$ cat config.mk
export PLATFORM = sky130hd
export DESIGN_NAME = tcw_front
export DESIGN_NICKNAME = d
export VERILOG_FILES = /design/src/design/tcw_pkg.sv /design/src/design/tcw_fifo.sv /design/src/design/tcw_front.sv
export SDC_FILE = /design/constraint.sdc
export NUM_CORES = 1
export LEC_CHECK = 0
export BUFFER_PORTS_ARGS = -buffer_cell sky130_fd_sc_hd__buf_2
export CORE_ASPECT_RATIO = 1.5
export CORE_MARGIN = 3
export CORE_UTILIZATION = 45
export CTS_BUF_LIST = sky130_fd_sc_hd__clkbuf_8
export DETAILED_ROUTE_END_ITERATION = 8
export HOLD_SLACK_MARGIN = 0.08
export PLACE_DENSITY = 0.7
export SETUP_SLACK_MARGIN = 0.15
export SYNTH_ARGS = -nofsm -noshare
export SYNTH_HDL_FRONTEND = slang
export SYNTH_HIERARCHICAL = 1
export SYNTH_SLANG_ARGS = --single-unit
$ cat constraint.sdc
create_clock -name clock -period 3.7 [get_ports clock]
set_input_delay 0.185 -clock clock [delete_from_list [all_inputs] [get_ports clock]]
set_output_delay 0.185 -clock clock [all_outputs]
set_load 0.02 [all_outputs]
$ cat src/design/tcw_pkg.sv
// ----------------------------------------------------------------------------
// tcw_pkg: shared types and constants of the text console writer
// Field widths, character and mode codes, the command word passed from the
// front end to the back end, and the result word.
// ----------------------------------------------------------------------------
package tcw_pkg;

   // fixed port field widths
   localparam int MODE_W = 2;
   localparam int CHAR_W = 8;
   localparam int ROW_W  = 5;
   localparam int COL_W  = 7;
   localparam int ATTR_W = 8;
   localparam int CELL_W = 16;

   // default screen geometry
   localparam int DEF_COLUMNS = 80;
   localparam int DEF_ROWS    = 25;

   // depth of the queues between the parts
   localparam int FIFO_DEPTH = 2;

   // mode codes
   localparam logic [MODE_W-1:0] MODE_PUT   = 2'd0;
   localparam logic [MODE_W-1:0] MODE_READ  = 2'd1;
   localparam logic [MODE_W-1:0] MODE_CLEAR = 2'd2;

   // control characters
   localparam logic [CHAR_W-1:0] CH_NUL = 8'd0;
   localparam logic [CHAR_W-1:0] CH_BS  = 8'd8;
   localparam logic [CHAR_W-1:0] CH_TAB = 8'd9;
   localparam logic [CHAR_W-1:0] CH_NL  = 8'd10;

   // cell used to fill the bottom row after a scroll, attribute at reset
   localparam logic [CELL_W-1:0] SCROLL_FILL = 16'h0720;
   localparam logic [ATTR_W-1:0] ATTR_RESET  = 8'd7;

   // back end operations
   typedef enum logic [2:0] {
      OP_NOP,
      OP_WRITE,
      OP_BACK,
      OP_TAB,
      OP_NEWLINE,
      OP_READ,
      OP_CLEAR
   } op_type;

   // classified command word
   typedef struct packed {
      op_type              op;
      logic [CHAR_W-1:0]   char_code;
      logic [ROW_W-1:0]    read_row;
      logic [COL_W-1:0]    read_col;
   } cmd_type;

   // result word
   typedef struct packed {
      logic [ROW_W-1:0]    cursor_row;
      logic [COL_W-1:0]    cursor_col;
      logic [CELL_W-1:0]   cell_data;
   } rsp_type;

   // back end sequencer states
   typedef enum logic [3:0] {
      ST_INIT,
      ST_IDLE,
      ST_READ_WAIT,
      ST_BS_READ,
      ST_BS_DECIDE,
      ST_SCROLL,
      ST_FILL,
      ST_CLEAR,
      ST_REPLY
   } state_type;

endpackage

$ cat src/design/tcw_fifo.sv
// ----------------------------------------------------------------------------
// tcw_fifo: small register queue
// Holds DEPTH words; head word is shown while not empty.
// ----------------------------------------------------------------------------
module tcw_fifo
   import tcw_pkg::*;
#(
   parameter int WIDTH = 8,
   parameter int DEPTH = FIFO_DEPTH
) (
   input  logic             clock,
   input  logic             reset,
   input  logic             push,
   input  logic [WIDTH-1:0] din,
   input  logic             pop,
   output logic [WIDTH-1:0] dout,
   output logic             full,
   output logic             empty
);

   localparam int PW = (DEPTH > 1) ? $clog2(DEPTH) : 1;
   localparam int CNT_W = $clog2(DEPTH + 1);

   logic [WIDTH-1:0] slot_ff [DEPTH];
   logic [PW-1:0]    wptr_ff, wptr_in;
   logic [PW-1:0]    rptr_ff, rptr_in;
   logic [CNT_W-1:0] count_ff, count_in;
   logic             do_push, do_pop;

   assign full    = (count_ff == CNT_W'(DEPTH));
   assign empty   = (count_ff == '0);
   assign dout    = slot_ff[rptr_ff];
   assign do_push = push && !full;
   assign do_pop  = pop && !empty;

   // pointer and count update
   always_comb begin
      wptr_in  = wptr_ff;
      rptr_in  = rptr_ff;
      count_in = count_ff;
      if (do_push) begin
         wptr_in = (wptr_ff == PW'(DEPTH - 1)) ? '0 : wptr_ff + PW'(1);
      end
      if (do_pop) begin
         rptr_in = (rptr_ff == PW'(DEPTH - 1)) ? '0 : rptr_ff + PW'(1);
      end
      if (do_push && !do_pop) begin
         count_in = count_ff + CNT_W'(1);
      end else if (do_pop && !do_push) begin
         count_in = count_ff - CNT_W'(1);
      end
   end

   always_ff @(posedge clock) begin
      if (reset) begin
         wptr_ff  <= '0;
         rptr_ff  <= '0;
         count_ff <= '0;
      end else begin
         wptr_ff  <= wptr_in;
         rptr_ff  <= rptr_in;
         count_ff <= count_in;
      end
   end

   // storage, no reset
   always_ff @(posedge clock) begin
      if (do_push) begin
         slot_ff[wptr_ff] <= din;
      end
   end

endmodule

$ cat src/design/tcw_front.sv
// ----------------------------------------------------------------------------
// tcw_front: input word classifier
// Decodes mode and character into a back end operation and queues it.
// ----------------------------------------------------------------------------
module tcw_front
   import tcw_pkg::*;
#(
   parameter int COLUMNS = DEF_COLUMNS,
   parameter int ROWS    = DEF_ROWS
) (
   input  logic              clock,
   input  logic              reset,
   input  logic              busy,
   input  logic              push,
   output logic              full,
   input  logic [MODE_W-1:0] mode,
   input  logic [CHAR_W-1:0] char_code,
   input  logic [ROW_W-1:0]  read_row,
   input  logic [COL_W-1:0]  read_col,
   input  logic              cmd_pop,
   output cmd_type           cmd,
   output logic              cmd_empty
);

   cmd_type cmd_new;
   logic    q_full;
   logic    in_range;

   // reads outside the screen return zero and behave as no-ops
   assign in_range = (32'(read_row) < 32'(ROWS)) && (32'(read_col) < 32'(COLUMNS));

   // classify
   always_comb begin
      cmd_new.char_code = char_code;
      cmd_new.read_row  = read_row;
      cmd_new.read_col  = read_col;
      unique case (mode)
         MODE_PUT: begin
            unique case (char_code)
               CH_NUL:  cmd_new.op = OP_NOP;
               CH_BS:   cmd_new.op = OP_BACK;
               CH_TAB:  cmd_new.op = OP_TAB;
               CH_NL:   cmd_new.op = OP_NEWLINE;
               default: cmd_new.op = OP_WRITE;
            endcase
         end
         MODE_READ:  cmd_new.op = in_range ? OP_READ : OP_NOP;
         MODE_CLEAR: cmd_new.op = OP_CLEAR;
         default:    cmd_new.op = OP_NOP;
      endcase
   end

   assign full = q_full || busy;

   tcw_fifo #(
      .WIDTH ($bits(cmd_type)),
      .DEPTH (FIFO_DEPTH)
   ) u_cmd_fifo (
      .clock (clock),
      .reset (reset),
      .push  (push && !full),
      .din   (cmd_new),
      .pop   (cmd_pop),
      .dout  (cmd),
      .full  (q_full),
      .empty (cmd_empty)
   );

endmodule

### Word-level counts from Yosys, hierarchy flattened

Memories as Yosys holds them, arrays and structs flattened. A register that Yosys moved wholly into a read port is not among the register bits.
Cells that the tools add are included.
W data, S select, Z words.

* flip-flop bits (word level): 4
* RAM bits: 46
* output and inout port bits: 25
* logic and storage cells: 43
* memories kept: 1

Memories
* u_cmd_fifo.slot_ff: depth 2, width 23, rd ports 1, clocked after memory_dff 1, wr ports 1, RTL line tcw_fifo.sv:24 `logic [WIDTH-1:0] slot_ff [DEPTH];`

* add/subtract/negate cells: 4
* magnitude comparators: 2
* eq/ne operators: 6
* mux-type cells: 11
* reductions and logical operators: 16

Operators by type and width (count)
* $eq A8 B4 Y1 const B: 3
* $pmux W3 S4: 1
* $pmux W3 S3: 1
* $logic_not A8 Y1: 1
* $lt A7 B7 Y1 const B: 1
* $logic_and A1 B1 Y1: 6
* $mux W1: 6
* $logic_not A1 Y1: 5
* $lt A5 B5 Y1 const B: 1
* $eq A2 B2 Y1 const B: 2
* $logic_not A2 Y1: 2
* $mux W2: 2
* $mux W3: 1
* $add A1 B1 Y1 const B: 2
* $add A2 B1 Y2 const B: 1
* $eq A2 B1 Y1 const B: 1
* $reduce_bool A2 Y1: 1
* $sub A2 B1 Y2 const B: 1
* $logic_or A1 B1 Y1: 1

### Logic depth before layout (Yosys ltp)

* depth in word-level cells: 9
* mapped depth: 9
* depth with buffers taken out: 9

### Cells and area by module

The synthesis kept the hierarchy.

Modules (own cells, without submodules)
* tcw_fifo: times used 1, cells each 96, area each 1868.0 um^2
* tcw_front: times used 1, cells each 19, area each 140.1 um^2

### Worst setup path after synthesis

OpenSTA, ideal clock, no wires.

* kind: reg2reg
* start: reg u_cmd_fifo.count_ff[1]
* end: mem u_cmd_fifo/slot_ff[0][0] (netlist name), enable pin
* library setup time: 0.378 ns
* data arrival time: 1.791 ns
* setup slack: 1.531 ns
* stages on the path, launching flop included: 7
* path buffers: 0
* period minus slack after synthesis: 2.169 ns
* cells stage by stage: dfxtp_1 nor2b_2 or2_2 nor2_1 inv_1 or3_1 inv_1

* cells in the longest elaborated chain, start to end: 7

RTL lines
* start: declaration: RTL line tcw_fifo.sv:27 `logic [CNT_W-1:0] count_ff, count_in;`
* start signal: assignment: RTL line tcw_fifo.sv:62 `count_ff <= count_in;`
* $eq A2 B2 Y1: RTL line tcw_fifo.sv:30 `assign full = (count_ff == CNT_W'(DEPTH));`
* named net q_full: RTL line tcw_front.sv:26 `logic q_full;`
* $logic_or A1 B1 Y1: RTL line tcw_front.sv:53 `assign full = q_full || busy;`
* named net full: RTL line tcw_front.sv:15 `output logic full,`
* $logic_not A1 Y1: RTL line tcw_front.sv:61 `.push (push && !full),`
* $logic_and A1 B1 Y1: RTL line tcw_front.sv:61
* $logic_and A1 B1 Y1: RTL line tcw_fifo.sv:33 `assign do_push = push && !full;`
* $mux W1: RTL line tcw_fifo.sv:68 `if (do_push) begin`
* $mux W1 (implied by the code): RTL line tcw_fifo.sv:69 `slot_ff[wptr_ff] <= din;`
* end: declaration: RTL line tcw_fifo.sv:24

The timed path passes the listed nets, and every way through them passes these cells.

### Worst setup path in the final report

* start: reg u_cmd_fifo.count_ff[0]
* end: mem u_cmd_fifo/slot_ff[0][15] (netlist name), enable pin

* cells in the longest elaborated chain, start to end: 7

RTL lines (RTL line)
* $eq A2 B2 Y1 (*): tcw_fifo.sv:30
* named net q_full: tcw_front.sv:26
* $logic_or A1 B1 Y1: tcw_front.sv:53
* $logic_not A1 Y1: tcw_front.sv:61
* $logic_and A1 B1 Y1: tcw_front.sv:61
* $logic_and A1 B1 Y1 (*): tcw_fifo.sv:33
* $mux W1 (*): tcw_fifo.sv:68
* $mux W1 (implied by the code) (*): tcw_fifo.sv:69

Mark *: on every way through the listed nets, which the timed path passes. The rest lies on a longest branch.

==> load_flow_metrics.sql <==
INSERT INTO impl_metrics (metric_group, metric, value, unit) VALUES
('status', 'outcome', 'complete, no violations', ''),
('timing', 'slew-limit-headroom', '30.5', '%'),
('setup_path', 'worst_path_required_time', '3630', 'ps'),
('clock_network', 'numCtsBuffers', '5', ''),
('global_route', 'via_count_of_the_first_global_routing_pass', '1178', ''),
('timing', 'post-route-worst-setup-slack', '1280', 'ps'),
('timing', 'timing.final.setup_violations', '0', ''),
('setup_path', 'worst-path-stages', '6', ''),
('route', 'dr_total_vias', '1139', ''),
('floorplan', 'coreArea', '4280', 'sq um'),
('timing', 'maxSlewViolCount', '0', ''),
('clock_network', 'hold_buffers', '4', ''),
('setup_path', 'sort_of_element_at_the_start_of_the_critical_path', 'register', ''),
('setup_path', 'cp_common_cell', 'inv_1', ''),
('setup_path', 'r2r_cells', '6', ''),
('setup_path', 'crit_slowest_cell', 'inv_1', ''),
('clock_network', 'post_cts.resized_instances', '0', ''),
('clock_network', 'cts_root_buffer', 'clkbuf_8', ''),
('setup_path', 'crit_path_max_fanout', '23', ''),
('route', 'drc', '0', ''),
('clock_network', 'clock_insertion_delay_worst_skew', '290', 'ps'),
('placed_design', 'gp_congestion', '0.657', ''),
('setup_path', 'crit_path_end_kind', 'register', ''),
('global_route', 'grt_remaining_overflow', '0', ''),
('setup_path', 'cp.arrival', '2350', 'ps'),
('placed_design', 'placement.setup.worst_slack', '1290', 'ps'),
('timing', 'tightest_slew', '1040', 'ps'),
('synthesis', 'post_synth_main_area_contributors', 'edfxtp_1, mux2_2, dfxtp_1', ''),
('placed_design', 'placement.io_buffers', '51', ''),
('cells_and_area', 'final_layout_size_suffix_gt1_share', '50.6', '%'),
('synthesis', 'syn-mean-instance-area', '17.5', 'sq um'),
('timing', 'finalCritPeriodShare', '65.3', '%'),
('setup_path', 'critPathTopFamily', 'simple AND/OR/NAND/NOR gates', ''),
('clock_network', 'cts_setup_buffers', '0', ''),
('min_path', 'hold_class', 'in2reg', ''),
('setup_path', 'crit_buf_inv', '2', ''),
('synthesis', 'netlist-cell-type-count', '25', ''),
('route', 'detail_route.first_pass.iterations', '4', ''),
('cells_and_area', 'regArea', '1480', 'sq um'),
('timing', 'final-hold-violation-count', '0', ''),
('clock_network', 'clock_tree.buffer_depth', '2', ''),
('synthesis', 'ys_async_sr_fraction', '0', '%'),
('setup_path', 'criticalPathCategory', 'reg2reg', ''),
('timing', 'layout_min_cycle_time', '2420', 'ps'),
('synthesis', 'yosys_most_used_dff', 'edfxtp_1', ''),
('route', 'antenna_violating_nets_post_route', '0', ''),
('floorplan', 'die_height', '87.8', 'um'),
('synthesis', 'synth-seq-cells', '51', ''),
('clock_network', 'cts.clk_slew.worst_paths', '90', 'ps'),
('floorplan', 'num_io_pins', '52', ''),
('clock_network', 'clock_tree.htree_level_count', '2', ''),
('clock_network', 'clock-sinks', '51', ''),
('synthesis', 'syn_nets', '143', ''),
('floorplan', 'row_count', '29', ''),
('global_route', 'grt_first_pass_wirelength', '5270', 'um'),
('global_route', 'gr-usage-all-layers', '13.9', '%'),
('floorplan', 'die_area', '5320', 'sq um'),
('job', 'drv_cap', '0', ''),
('synthesis', 'postSynthCellCount', '115', ''),
('timing', 'finalClockSkew', '3.49', 'ps'),
('route', 'finalWirelength', '3480', 'um'),
('global_route', 'grt_max_degree', '24', ''),
('synthesis', 'edff_count_synth', '46', ''),
('cells_and_area', 'n_fill_cell', '352', ''),
('route', 'post_drt_wl_per_cell', '15.7', 'um'),
('global_route', 'grt_antenna_before_repair', '0', ''),
('synthesis', 'ys_seq_area_share', '73.8', '%'),
('setup_path', 'cp_cell_sequence', 'nor2b_2 > or2_2 > nor2_1 > inv_1 > or3_1 > inv_1', ''),
('cells_and_area', 'diodes', '0', ''),
('synthesis', 'synth_largest_type_area_fraction', '68.8', '%'),
('timing', 'setup-tns-final', '0', 'ps');
where the power goes:
| group | switching (uW) | leakage, uW | internal [uW] |
|---|---|---|---|
| Clock | 173 | 0.0000581 | 201 |
| Combinational | 240 | 0.000407 | 185 |
| Sequential | 58.1 | 0.000463 | 703 |
| Total | 471 | 0.000928 | 1090 |
area by class of cell:
cell class,count,area share (%)
multi-input cells,58,20.4
inverters,4,0.609
flip-flops and latches,51,60.1
repair buffers,55,12.0
clock buffers,5,2.79
clock inverters,3,1.78
well taps,46,2.34
path summary, 6_finish.rpt:
path / from / to / slack [ps]
setup / recovery: u_cmd_fifo/count_ff[0] / u_cmd_fifo/slot_ff[0][15] / 1280
hold / removal: char_code[0] / u_cmd_fifo/slot_ff[1][12] / 100
setup reg to reg: u_cmd_fifo/count_ff[0] / u_cmd_fifo/slot_ff[0][15] / 1280
hold reg to reg: u_cmd_fifo/wptr_ff / u_cmd_fifo/wptr_ff / 500
routing by layer:
metal / vias up / share of wire (%) / GRT usage, %
met3: 2 / 6.5 / 4.72
met4: 0 / 0.75 / 5.13
li1: 555 / - / -
met2: 40 / 57 / 25.0
met5: - / 0 / 0
met1: 542 / 36 / 14.6
registers in the layout, summed over array words and instances (netlist names), named ones only:
name	flops
u_cmd_fifo/count_ff	2
u_cmd_fifo/slot_ff	46
u_cmd_fifo/rptr_ff	1
u_cmd_fifo/wptr_ff	1
kinds of logic after synthesis:
family	count (synthesis)	share of synthesized area [%]
AOI/OAI and AO/OA	11	4.11
muxes	23	12.9
buffers and inverters	6	1.25
adders and majority gates	1	0.623
and+or+nand+nor	20	6.04
DFF	51	73.8
xor gates and xnor gates	3	1.31
through the flow:
| stage | hold WS, ps | instances | instance area [sq um] | power [uW] |
|---|---|---|---|---|
| floorplan | 254 | 115 | 2010 | 1060 |
| global placement | 375 | 210 | 2310 | 1180 |
| detailed placement | 380 | 210 | 2310 | 1200 |
| CTS | 89.7 | 222 | 2460 | 1580 |
| global route | 81.5 | 222 | 2460 | 1630 |
| finish | 96.1 | 222 | 2460 | 1560 |
layout by cell type, fill, tap and decap left out, types with 2 or more instances in the layout:
master | netlist | final
nand2b_1 | 2 | 2
dlygate4sd3_1 | 0 | 4
clkbuf_8 | 0 | 5
a21oi_1 | 3 | 3
o21ai_0 | 4 | 4
nor2_1 | 7 | 7
dfxtp_1 | 5 | 5
buf_2 | 2 | 51
or3_1 | 2 | 2
mux2_2 | 23 | 23
inv_1 | 4 | 4
xor2_1 | 3 | 3
edfxtp_1 | 46 | 46
worst register-to-register path, cell delays in order (launching register included):
cell     delay [ps]
dfxtp_1         440
nor2b_2          90
or2_2           290
nor2_1          100
inv_1            70
or3_1           360
inv_1           690
No activity file was read; power rests on OpenSTA's default activity.
