[src/design/tcw_pkg.sv]
// ----------------------------------------------------------------------------
// tcw_pkg: shared types and constants of the text console writer
// Field widths, character and mode codes, the command word passed from the
// front end to the back end, and the result word.
// ----------------------------------------------------------------------------
package tcw_pkg;

   // fixed port field widths
   localparam int MODE_W = 2;
   localparam int CHAR_W = 8;
   localparam int ROW_W  = 5;
   localparam int COL_W  = 7;
   localparam int ATTR_W = 8;
   localparam int CELL_W = 16;

   // default screen geometry
   localparam int DEF_COLUMNS = 80;
   localparam int DEF_ROWS    = 25;

   // depth of the queues between the parts
   localparam int FIFO_DEPTH = 2;

   // mode codes
   localparam logic [MODE_W-1:0] MODE_PUT   = 2'd0;
   localparam logic [MODE_W-1:0] MODE_READ  = 2'd1;
   localparam logic [MODE_W-1:0] MODE_CLEAR = 2'd2;

   // control characters
   localparam logic [CHAR_W-1:0] CH_NUL = 8'd0;
   localparam logic [CHAR_W-1:0] CH_BS  = 8'd8;
   localparam logic [CHAR_W-1:0] CH_TAB = 8'd9;
   localparam logic [CHAR_W-1:0] CH_NL  = 8'd10;

   // cell used to fill the bottom row after a scroll, attribute at reset
   localparam logic [CELL_W-1:0] SCROLL_FILL = 16'h0720;
   localparam logic [ATTR_W-1:0] ATTR_RESET  = 8'd7;

   // back end operations
   typedef enum logic [2:0] {
      OP_NOP,
      OP_WRITE,
      OP_BACK,
      OP_TAB,
      OP_NEWLINE,
      OP_READ,
      OP_CLEAR
   } op_type;

   // classified command word
   typedef struct packed {
      op_type              op;
      logic [CHAR_W-1:0]   char_code;
      logic [ROW_W-1:0]    read_row;
      logic [COL_W-1:0]    read_col;
   } cmd_type;

   // result word
   typedef struct packed {
      logic [ROW_W-1:0]    cursor_row;
      logic [COL_W-1:0]    cursor_col;
      logic [CELL_W-1:0]   cell_data;
   } rsp_type;

   // back end sequencer states
   typedef enum logic [3:0] {
      ST_INIT,
      ST_IDLE,
      ST_READ_WAIT,
      ST_BS_READ,
      ST_BS_DECIDE,
      ST_SCROLL,
      ST_FILL,
      ST_CLEAR,
      ST_REPLY
   } state_type;

endpackage

[src/design/tcw_fifo.sv]
// ----------------------------------------------------------------------------
// tcw_fifo: small register queue
// Holds DEPTH words; head word is shown while not empty.
// ----------------------------------------------------------------------------
module tcw_fifo
   import tcw_pkg::*;
#(
   parameter int WIDTH = 8,
   parameter int DEPTH = FIFO_DEPTH
) (
   input  logic             clock,
   input  logic             reset,
   input  logic             push,
   input  logic [WIDTH-1:0] din,
   input  logic             pop,
   output logic [WIDTH-1:0] dout,
   output logic             full,
   output logic             empty
);

   localparam int PW = (DEPTH > 1) ? $clog2(DEPTH) : 1;
   localparam int CNT_W = $clog2(DEPTH + 1);

   logic [WIDTH-1:0] slot_ff [DEPTH];
   logic [PW-1:0]    wptr_ff, wptr_in;
   logic [PW-1:0]    rptr_ff, rptr_in;
   logic [CNT_W-1:0] count_ff, count_in;
   logic             do_push, do_pop;

   assign full    = (count_ff == CNT_W'(DEPTH));
   assign empty   = (count_ff == '0);
   assign dout    = slot_ff[rptr_ff];
   assign do_push = push && !full;
   assign do_pop  = pop && !empty;

   // pointer and count update
   always_comb begin
      wptr_in  = wptr_ff;
      rptr_in  = rptr_ff;
      count_in = count_ff;
      if (do_push) begin
         wptr_in = (wptr_ff == PW'(DEPTH - 1)) ? '0 : wptr_ff + PW'(1);
      end
      if (do_pop) begin
         rptr_in = (rptr_ff == PW'(DEPTH - 1)) ? '0 : rptr_ff + PW'(1);
      end
      if (do_push && !do_pop) begin
         count_in = count_ff + CNT_W'(1);
      end else if (do_pop && !do_push) begin
         count_in = count_ff - CNT_W'(1);
      end
   end

   always_ff @(posedge clock) begin
      if (reset) begin
         wptr_ff  <= '0;
         rptr_ff  <= '0;
         count_ff <= '0;
      end else begin
         wptr_ff  <= wptr_in;
         rptr_ff  <= rptr_in;
         count_ff <= count_in;
      end
   end

   // storage, no reset
   always_ff @(posedge clock) begin
      if (do_push) begin
         slot_ff[wptr_ff] <= din;
      end
   end

endmodule

[config.mk]
export PLATFORM = sky130hd
export DESIGN_NAME = tcw_fifo
export DESIGN_NICKNAME = d
export VERILOG_FILES = /design/src/design/tcw_pkg.sv /design/src/design/tcw_fifo.sv
export SDC_FILE = /design/constraint.sdc
export NUM_CORES = 1
export LEC_CHECK = 0
export BUFFER_PORTS_ARGS = -buffer_cell sky130_fd_sc_hd__buf_4
export CAP_MARGIN = 5
export CORE_UTILIZATION = 44
export DETAILED_ROUTE_END_ITERATION = 12
export PLACE_DENSITY = 0.81
export SLEW_MARGIN = 15
export SYNTH_ARGS = -nofsm -noshare
export SYNTH_HDL_FRONTEND = slang
export SYNTH_SLANG_ARGS = --single-unit
export TNS_END_PERCENT = 1
[constraint.sdc]
create_clock -name clock -period 1.6 [get_ports clock]
set_clock_uncertainty 0.2 [all_clocks]
set_input_delay 0.16 -clock clock [delete_from_list [all_inputs] [get_ports clock]]
set_output_delay 0.16 -clock clock [all_outputs]
set_load 0.02 [all_outputs]
# Word-level counts from Yosys, hierarchy flattened
# Memories as Yosys holds them, arrays and structs flattened. A register that Yosys moved wholly into a read port is not among the register bits.
# Cells that the tools add are included.
[totals]
register_bits = 4
mem_bits_rw = 16
word_cells = 27
output_inout_bits = 10
mem_count = 1
in_bits = 12
[mem_list]
columns = ["memory", "depth", "word_bits", "read_ports", "rd_clocked_by_memory_dff", "wr", "line", "rtl"]
rows = [
  ["slot_ff", 2, 8, 1, 1, 1, "tcw_fifo.sv:24", "logic [WIDTH-1:0] slot_ff [DEPTH];"],
]
[op_classes]
reduce_logical = 10
eq_ne = 1
mux = 8
n_addsub = 4
[op_table]
columns = ["cell", "count"]
rows = [
  ["two-way mux 1 bit", 6],
  ["logical AND 1 bit", 4],
  ["zero test 1 bit", 4],
  ["two-way mux 2 bit", 2],
  ["adder 1 bit (second input constant)", 2],
  ["adder 2 x 1 -> 2 bit (second input constant)", 1],
  ["equality test 2 bit (second input constant)", 1],
  ["zero test 2 bit", 1],
  ["nonzero test 2 bit", 1],
  ["subtractor 2 x 1 -> 2 bit (second input constant)", 1],
]

# Logic depth before layout (Yosys ltp)
# Gate-level depths: netlist of the first run.
[logic_depth]
depth_word = 7
mapped_depth = 6
mapped_depth_nobuf = 6

# Worst setup path after synthesis of the first run
# Ideal clock, no wire load.
[synth_path]
kind = "reg-to-reg"
start = "reg count_ff[1]"
end = "reg count_ff[1]"
setup_ns = 0.070
path_buffers = 0
slack_ns = -0.187
t_arrival_ns = 1.517
stages_incl_launch_ff = 6
path_cell_list = "dfxtp_1 nor2b_2 nor2_1 ha_1 or3_1 a21oi_1"
[synth_via]
elab_chain_len = 6
word_cells_on_any_way = 15
cone_classes = "add/sub (2); eq/ne (1); mux (2); reduce/logical (10)"
[synth_rtl]
columns = ["item", "line", "rtl"]
rows = [
  ["start: declaration", "tcw_fifo.sv:27", "logic [CNT_W-1:0] count_ff, count_in;"],
  ["start signal: assignment", "tcw_fifo.sv:62", "count_ff <= count_in;"],
  ["equality test 2 bit (*)", "tcw_fifo.sv:30", "assign full = (count_ff == CNT_W'(DEPTH));"],
  ["via full", "tcw_fifo.sv:17", "output logic full,"],
  ["zero test 1 bit (*)", "tcw_fifo.sv:33", "assign do_push = push && !full;"],
  ["logical AND 1 bit (*)", "tcw_fifo.sv:33", ""],
  ["zero test 1 bit", "tcw_fifo.sv:49", "end else if (do_pop && !do_push) begin"],
  ["logical AND 1 bit", "tcw_fifo.sv:49", ""],
  ["nonzero test 2 bit (no source line)", "n/a", ""],
]
# The timed path passes the listed nets; every way through them passes the cells marked *. The select of a mux whose other input is x is not followed.
# A chain may end at the register's enable or synchronous reset.

# Final worst setup path of the first run
[layout_path]
start = "reg count_ff[1]"
end = "reg count_ff[1]"
[layout_via]
elab_chain_len = 6
word_cells_on_any_way = 15
cone_classes = "add/sub (2); eq/ne (1); mux (2); reduce/logical (10)"
[layout_rtl]
columns = ["item", "line"]
rows = [
  ["equality test 2 bit / zero test 2 bit (equally long branches)", "tcw_fifo.sv:30, tcw_fifo.sv:31"],
  ["zero test 1 bit (on tied branches)", "tcw_fifo.sv:33, tcw_fifo.sv:34"],
  ["logical AND 1 bit (on tied branches)", "tcw_fifo.sv:33, tcw_fifo.sv:34"],
  ["zero test 1 bit (on tied branches)", "tcw_fifo.sv:49, tcw_fifo.sv:47"],
  ["logical AND 1 bit (on tied branches)", "tcw_fifo.sv:49, tcw_fifo.sv:47"],
  ["nonzero test 2 bit (no source line) / two-way mux 2 bit (equally long branches)", "n/a"],
]
# Parallel ways exist; a longest one is shown, timed or not. The select of a mux whose other input is x is not followed.

==> results.yml, run 1 <==
logic_synthesis:
  synth_edf_count: 16
  ys_warn_count: 0
  netlist_top_cells_area: "edfxtp_1 (61%), dfxtp_1 (13%), mux2_2 (11%), xor2_1 (3.3%), nor2_1 (2.4%)"
  yosysTopAreaCellShare: 0.6057
  yosysUniqueCellTypes: 13
  dominantRegCellSynth: "edfxtp_1"
  synth_area_sq_um: 793.3
  syn_avg_cell_area_sq_um: 15.87
  synth-seq-area-share: 0.7319
  yosys-top-cells-count: "edfxtp_1 (16), mux2_2 (8), dfxtp_1 (5), nor2_1 (5)"
  syn_nets: 63
  synthArstFlopShare: 0
  synth_seq_cells: 21
  yosysMostFrequentCell: "edfxtp_1"
  synthCells: 50
  yosysTopAreaCell: "edfxtp_1"
floorplanning:
  num_rows: 14
  core_area_sq_um: 1594
  die_w_microns: 44.46
  dieArea_sq_um: 1977
  initial_core_util: 0.4976
  io_pins: 22
  die_h_microns: 44.46
clock_tree:
  clk_latency_ps: 290
  cts_tree: "done"
  htreeDepth: 1
  cts_buffer_depth: 2
  cts.sinks: 21
  cts.reportedPaths.clkPinSlew_ps: 110
  cts_inserted_buffers: 3
  cts_root_buf: "clkbuf_4"
pwr:
  power_frac_comb: 0.408
  ir_drop_mv: 0.9611
  p_sw_frac: 0.3207
  p_clk_frac: 0.141
  power_leakage_uw: 0.0004729
  pwr-share-seq: 0.451
  switchingPower_uw: 559.2
  power_density_nw_per_um2: 1497
  p_int_uw: 1184
timing:
  setup_slack_ps: -67.37
  timing.hold.ws_ps: 45.36
  setup_tns_ps: -67.37
  fmax_mhz: 599.7
  rsz0062_at_grt: "yes"
  maxSlewHeadroom: 0.7271
  finalSetupViolCount: 1
  layout_min_cycle_time_ps: 1667
  fin_crit_sh: 1.042
  tightest_slew_ps: 409.4
  hold_violations: 0
  drv_slew: 0
layout:
  fin_area_sq_um: 1165
  register_area_sq_um: 586.8
  drive_gt1_frac: 0.5056
  n_fill_cell: 116
  synthToLayoutAreaGrowth_pct: 46.85
  n_antenna_cell: 0
  final_cells: 113
  nNetsFinal: 103
  multi_input_area_sq_um: 221.5
run_status:
  violations: "negative setup slack"
  outcome: "finished with violations"
place:
  preCtsSetupSlack_ps: -66.02
  port-buffer-count: 21
  place_congestion: 0.6293
  postPlaceCellArea_sq_um: 1021
  dp.cells: 99
  dp_hpwl_microns: 919.7
grt:
  antenna_found_initial: 0
  grt_max_degree: 12
  track_usage: 0.1537
  grt_pass1_wl_microns: 2104
  gr-total-overflow: 0
  grt_pass1_vias: 544
detailed_routing:
  drt_iter0_markers: 4
  wl_microns: 1523
  post_drt_wl_per_cell_microns: 13.48
  dr_total_vias: 522
  antenna_left: 0
  drcViolationCount: 0
  firstDrtPassIters: 4
  vias_per_cell: 4.619
critical_path:
  critical_path.max_fanout: 4
  crit_slowest_cell: "dfxtp_2"
  end_kind: "flop"
  path_class: "flop to flop"
  critPathMaxStageDelay_ps: 350
  required_ps: 1620
  crit_path_start_kind: "flop"
  crit_path_cell_trace: "nor2b_4 > nor2_2 > ha_2 > or3_1 > a21oi_1"
  crit_arrival_ps: 1690
run:
  drv_cap: 0
min_path:
  min_path_type: "input pin to flop"
power groups by stage:
stage	clock network [uW]	logic [uW]	registers, uW
6_report	247	711	786
5_1_grt	274	763	801
4_1_cts	252	670	783
3_5_place_dp	0	647	786
3_3_place_gp	0	627	780
2_1_floorplan	0	403	751
state kept, by name, summed over array words and instances, names as in the netlist, named ones only:
signal	count
wptr_ff	1
count_ff	2
rptr_ff	1
slot_ff	16
worst max-delay path: cells and delay by family (launching register included):
| family | cells | cell delay [ps] |
|---|---|---|
| AOI/OAI and AO/OA | 1 | 160 |
| adders and majority gates | 1 | 280 |
| DFF | 1 | 350 |
| and+or+nand+nor | 3 | 600 |
logic make-up (layout without fill, tap and decap cells):
kind of cell / Yosys count / after routing / share of synthesized area
AO/OA/AOI/OAI: 5 / 5 / 0.03154
XOR/XNOR: 3 / 3 / 0.03313
AND/OR/NAND/NOR: 9 / 9 / 0.05837
adder cells (fa/ha/maj): 1 / 1 / 0.01577
flip-flops: 21 / 21 / 0.7319
buffers and inverters: 3 / 42 / 0.01577
multiplexers: 8 / 8 / 0.1136
layout make-up:
class	instances	share of cell area
Sequential cell	21	0.5038
Inverter	2	0.006445
Clock buffer	4	0.02256
Multi-Input combinational cell	26	0.1901
Tap cell	24	0.02578
Timing Repair Buffer	36	0.2513
repair_timing:
action | in CTS | in global routing
setup buffers | 0 | 1
gates resized for setup | 3 | 5
endpoints found under the hold margin | 21 | 0
hold buffers | 9 | 0
pin swaps | 1 | 1
endpoints found under the setup margin | 9 | 12
worst paths after layout:
path | start | slack [ps] | cells past startpoint | to
max | count_ff[1] | -70 | 5 | count_ff[1]
min | push | 50 | 4 | wptr_ff
min reg2reg | wptr_ff | 290 | 2 | wptr_ff
max reg2reg | count_ff[1] | -70 | 5 | count_ff[1]
per-stage QoR:
stage | power, uW | util
5_1_grt | 1838 | 0.7308
2_1_floorplan | 1154 | -
6_report | 1744 | 0.7308
4_1_cts | 1706 | 0.7159
3_5_place_dp | 1433 | 0.6405
3_3_place_gp | 1407 | 0.6405
placed cells by master (no fill, tap or decap):
cell / instances
a21oi_1: 2
and2_1: 1
buf_4: 27
clkbuf_1: 1
clkbuf_4: 3
dfxtp_1: 2
dfxtp_2: 2
dfxtp_4: 1
dlygate4sd3_1: 9
edfxtp_1: 16
ha_2: 1
inv_1: 2
mux2_2: 6
mux2_4: 2
nor2_1: 4
nor2_2: 1
nor2b_4: 1
o21ai_0: 2
o21ai_2: 1
or3_1: 2
xor2_1: 3
routing by layer:
metal,wire [microns],vias to the layer above,global-route usage,share of wire
li1,-,257,-,-
met1,590,245,0.1421,0.39
met2,852,18,0.3000,0.56
met3,66,2,0.04898,0.043
met4,14,0,0.06667,0.0092
met5,0,-,0,0
Note: power is estimated with default switching activity, not from simulation.
==> run 2, diff against run 1 <==
Settings changed: ABC_AREA set to 1, PLACE_DENSITY 0.81 to 0.8.
==> run 2 against run 1 <==
The flow now finishes without violations; fmax increased by 6.2%; power shrank 5.3%; utilization fell by 6.4 points; synthesized area grew 4.4%; clock power shrank 3%; die area rose by 4.2%; hold slack got worse by 32 ps; sequential power decreased by 2%; setup slack improved by 97 ps; synthesized cell count is 24% higher; wire length down 8.3%; register-to-register slack gained 170 ps.
==> results.yml, run 2 <==
timing:
  fmax_mhz: 636.8
  finalSetupViolCount: 0
  setup_slack_ps: 29.53
  timing.hold.ws_ps: 13.63
  rsz0062_at_grt: "yes"
  hold_violations: 0
  tightest_slew_ps: 194.9
  fin_crit_sh: 0.9815
  drv_slew: 0
  maxSlewHeadroom: 0.8687
  layout_min_cycle_time_ps: 1570
pwr:
  power_leakage_uw: 0.0004811
  pwr-share-seq: 0.467
  p_int_uw: 1111
  switchingPower_uw: 539.2
  p_sw_frac: 0.3267
  power_density_nw_per_um2: 1419
  p_clk_frac: 0.145
  ir_drop_mv: 0.9713
  power_frac_comb: 0.389
clock_tree:
  cts.reportedPaths.clkPinSlew_ps: 100
  cts_root_buf: "clkbuf_4"
  clk_latency_ps: 290
  cts_buffer_depth: 2
  cts.sinks: 21
  cts_tree: "done"
  htreeDepth: 1
  cts_inserted_buffers: 3
layout:
  synthToLayoutAreaGrowth_pct: 40.48
  n_fill_cell: 147
  final_cells: 124
  largest_reg_flops: 16
  top_regs: "slot_ff x16, count_ff x2"
  drive_gt1_frac: 0.4444
  nNetsFinal: 113
  finalCoreUtilization: 0.6667
  final_common_cell: "buf_4"
  n_antenna_cell: 0
  largest_register: "slot_ff"
  final_cell_mix: "buf_4 (25), edfxtp_1 (16), nor2_1 (9), dlygate4sd3_1 (9), mux2_2 (8)"
  fin_area_sq_um: 1164
logic_synthesis:
  synth_edf_count: 16
  dominantRegCellSynth: "edfxtp_1"
  yosysUniqueCellTypes: 16
  syn_avg_cell_area_sq_um: 13.36
  synth_area_sq_um: 828.3
  yosysMostFrequentCell: "edfxtp_1"
  yosysTopAreaCellShare: 0.5801
  syn_nets: 75
  yosys-top-cells-count: "edfxtp_1 (16), nor2_1 (9), mux2_2 (8)"
  netlist_top_cells_area: "edfxtp_1 (58%), dfxtp_1 (12%), mux2_2 (11%), nor2_1 (4.1%), inv_1 (3.2%)"
  synthArstFlopShare: 0
  yosysTopAreaCell: "edfxtp_1"
  synth_seq_cells: 21
  synth-seq-area-share: 0.7009
  synthCells: 62
  ys_warn_count: 0
place:
  place_congestion: 0.6988
  dp_hpwl_microns: 980.4
  preCtsSetupSlack_ps: 15.79
  port-buffer-count: 21
  postPlaceCellArea_sq_um: 1035
  dp.cells: 110
grt:
  antenna_found_initial: 0
  gr-total-overflow: 0
  track_usage: 0.1550
  grt_max_degree: 12
  grt_pass1_wl_microns: 2145
  grt_pass1_vias: 554
critical_path:
  critPathTopFamily: "flip-flops"
  crit_path_start_kind: "flop"
  path_class: "flop to output port"
  crit_path_cell_trace: "mux2_2 > buf_4"
  crit_arrival_ps: 1210
  crit_slowest_cell: "dfxtp_4"
  critical_path.max_fanout: 8
  end_kind: "output port"
  required_ps: 1240
  ff2ff_setup_slack_ps: 100
  cp_num_buf_inv: 1
  critPathMaxStageDelay_ps: 420
detailed_routing:
  vias_per_cell: 4.589
  antenna_left: 0
  drcViolationCount: 0
  dr_wl_met2_microns: 767
  post_drt_wl_per_cell_microns: 11.27
  drt_iter0_markers: 14
  met3WireLength_microns: 56
  wl_microns: 1397
  top_layer: "met4"
  dr_total_vias: 569
  wl_met1_microns: 562
  firstDrtPassIters: 2
floorplanning:
  die_h_microns: 45.39
  initial_core_util: 0.4746
  core_area_sq_um: 1745
  die_w_microns: 45.39
  io_pins: 22
  num_rows: 15
  dieArea_sq_um: 2060
run:
  drv_cap: 0
min_path:
  min_path_type: "input pin to flop"
run_status:
  outcome: "finished, final reports clean"
[run 2: cell types whose count changed in the layout (fill, tap and decap cells not counted), sizes merged]
cell,delta
a21oi,-1
nor2b,-1
or3,-2
nand2,+4
nand4,+1
xor2,-3
nand3,+1
buf,-2
o21ai,+2
inv,+7
nor2,+4
[run 2: final cells by class]
type	instances	area [sq um]	share of cell area
clock buffers	4	26.28	0.02258
flip-flops and latches	21	585.6	0.5032
inverters	9	33.78	0.02903
well taps	25	31.28	0.02688
repair buffers	34	277.8	0.2387
multi-input cells	31	209.0	0.1796
[run 2: power groups by stage]
stage	Clock [uW]	Combinational, uW	Sequential, uW
after floorplan	0	402	753
after global placement	0	594	771
after detailed placement	0	611	778
after CTS	253	632	769
after global routing	270	703	786
final	239	641	770
[run 2: path summary, 6_finish.rpt]
check / from / end / cells after the start
setup / recovery: flop / dout[2] / 2
hold / removal: push / wptr_ff / 5
setup reg to reg: count_ff[1] / count_ff[0] / 7
hold reg to reg: wptr_ff / wptr_ff / 2
[run 2: per-layer routing]
| layer | global-route usage | vias to the layer above |
|---|---|---|
| met5 | 0 | - |
| met2 | 0.2800 | 14 |
| met3 | 0.02381 | 2 |
| li1 | - | 286 |
| met4 | 0.1091 | 0 |
| met1 | 0.1610 | 267 |
[run 2: tightest hold or removal path, delay by kind of cell]
| family | cells | cell delay [ps] |
|---|---|---|
| AND/OR/NAND/NOR | 2 | 120 |
| AO/OA/AOI/OAI | 1 | 50 |
| buffers and inverters | 2 | 130 |
[run 2: metrics by stage]
stage / setup TNS, ps / power, uW
2_1_floorplan: 0 / 1154
3_3_place_gp: 0 / 1364
3_5_place_dp: 0 / 1389
4_1_cts: 0 / 1654
5_1_grt: -185.0 / 1758
6_report: 0 / 1651
[run 2: repair_timing]
item,CTS,global route
pin swaps,0,1
setup buffers,0,1
hold buffers,9,0
resized for setup,2,2
endpoints found under the setup margin,8,10
endpoints found under the hold margin,21,0
[run 2: logic make-up (layout without fill, tap and decap cells)]
group | after synthesis | in the layout | share of synthesized area
compound gates | 6 | 6 | 0.04531
flops | 21 | 21 | 0.7009
buf+inv | 10 | 47 | 0.04683
simple gates | 16 | 16 | 0.08307
mux | 8 | 8 | 0.1088
fa+ha+maj | 1 | 1 | 0.01510
==> run 3, diff against run 2 <==
Settings changed: CORE_MARGIN set to 5, CORE_UTILIZATION 44 to 51, PLACE_DENSITY 0.8 to 0.78.
Clock period 1.6 ns to 1.9 ns, I/O delays scaled along.
==> run 3 against run 2 <==
First-iteration DRC count decreased by 43%; design area decreased by 1.4%; critical endpoint is now dout[1]; hold slack improved by 27 ps; critical path type unchanged; power decreased by 16%; largest power group unchanged; setup slack improved by 73 ps; global-route usage decreased by 1.6 points.
==> results.yml, run 3 (synthesis gave the netlist of run 2 again) <==
clock_tree:
  cts_setup_buffers: 0
  cts_tree: "done"
  cts.reportedPaths.clkPinSlew_ps: 110
  htreeDepth: 1
  clk_latency_ps: 300
  cts_root_buf: "clkbuf_4"
  postCtsHoldBufs: 9
  cts_buffer_depth: 2
  cts.sinks: 21
  cts_inserted_buffers: 3
  cts_resized: 0
layout:
  top_regs: "slot_ff x16, count_ff x2"
  largest_register: "slot_ff"
  register_area_sq_um: 580.6
  final_cell_mix: "buf_4 (25), edfxtp_1 (16), nor2_1 (9), dlygate4sd3_1 (9), mux2_2 (8)"
  n_fill_cell: 100
  synthToLayoutAreaGrowth_pct: 38.52
  nNetsFinal: 113
  drive_gt1_frac: 0.4141
  fin_area_sq_um: 1147
  multi_input_area_sq_um: 209.0
  n_antenna_cell: 0
  largest_reg_flops: 16
  final_common_cell: "buf_4"
  final_cells: 115
timing:
  tightest_slew_ps: 372.4
  rsz0062_at_grt: "no"
  drv_slew: 0
  layout_min_cycle_time_ps: 1798
  setup_tns_ps: 0
  maxSlewHeadroom: 0.7514
  finalSetupViolCount: 0
  hold_violations: 0
  fin_crit_sh: 0.9461
  fmax_mhz: 556.3
run_status:
  outcome: "finished, final reports clean"
place:
  port-buffer-count: 21
  place_congestion: 0.7930
  postPlaceCellArea_sq_um: 1031
  dp_hpwl_microns: 1077
  dp.cells: 102
run:
  drv_cap: 0
critical_path:
  rr_worst_depth: 9
  end_kind: "output port"
  path_class: "flop to output port"
  required_ps: 1510
  critical_path.max_fanout: 8
  crit_arrival_ps: 1410
  crit_path_start_kind: "flop"
floorplanning:
  die_h_microns: 50.30
  dieArea_sq_um: 2530
  die_w_microns: 50.30
  core_area_sq_um: 1524
  initial_core_util: 0.5435
  num_rows: 14
  io_pins: 22
grt:
  grt_max_degree: 12
  antenna_found_initial: 0
  grt_pass1_vias: 590
  track_usage: 0.1392
  gr-total-overflow: 0
  grt_pass1_wl_microns: 2532
detailed_routing:
  dr_total_vias: 572
  firstDrtPassIters: 4
  wl_microns: 1482
  antenna_left: 0
  drt_iter0_markers: 8
  post_drt_wl_per_cell_microns: 12.89
  drcViolationCount: 0
  vias_per_cell: 4.974
pwr:
  power_density_nw_per_um2: 1206
  ir_drop_mv: 0.7697
  power_leakage_uw: 0.0004817
min_path:
  holdPathStages: 5
  min_path_type: "input pin to flop"
-- run 3: through the flow --
stage	worst slack (ps)	utilization	total power (uW)	hold slack, ps
floorplan	378.8	-	972.2	88.87
global placement	350.2	0.6765	1154	174.3
detailed placement	312.4	0.6765	1171	179.4
CTS	80.49	0.7529	1391	30.74
global route	35.45	0.7529	1475	77.86
finish	102.5	0.7529	1383	40.19
-- run 3: path summary, 6_finish.rpt --
| check | startpoint | endpoint | slack, ps |
|---|---|---|---|
| min | push | wptr_ff | 40 |
| max reg2reg | count_ff[1] | count_ff[1] | 280 |
| min reg2reg | wptr_ff | wptr_ff | 330 |
| max | flop | dout[1] | 100 |
-- run 3: per-layer routing --
metal / up-vias / GRT usage / share of wire / wire, microns
li1: 285 / - / - / -
met1: 267 / 0.1429 / 0.38 / 562
met2: 16 / 0.2322 / 0.52 / 774
met3: 4 / 0.04734 / 0.065 / 96
met4: 0 / 0.1021 / 0.032 / 48
met5: - / 0 / 0 / 0
-- run 3: final cells by class --
| cell class | count | area share |
|---|---|---|
| clock buffer | 4 | 0.02290 |
| inverter | 9 | 0.02944 |
| multi-input combinational | 31 | 0.1821 |
| sequential | 21 | 0.5060 |
| tap | 16 | 0.01745 |
| timing repair buffer | 34 | 0.2421 |
-- run 3: critical path, cell delays in order, from the launching register on --
cell and delay (ps):
dfxtp_1 560, mux2_2 390, buf_4 160
-- run 3: power by group --
part | switching (uW) | leakage [uW] | total, uW | internal, uW
Sequential | 64.8 | 0.000191 | 651 | 586
Clock | 132 | 0.0000150 | 214 | 81.9
Combinational | 266 | 0.000276 | 518 | 253
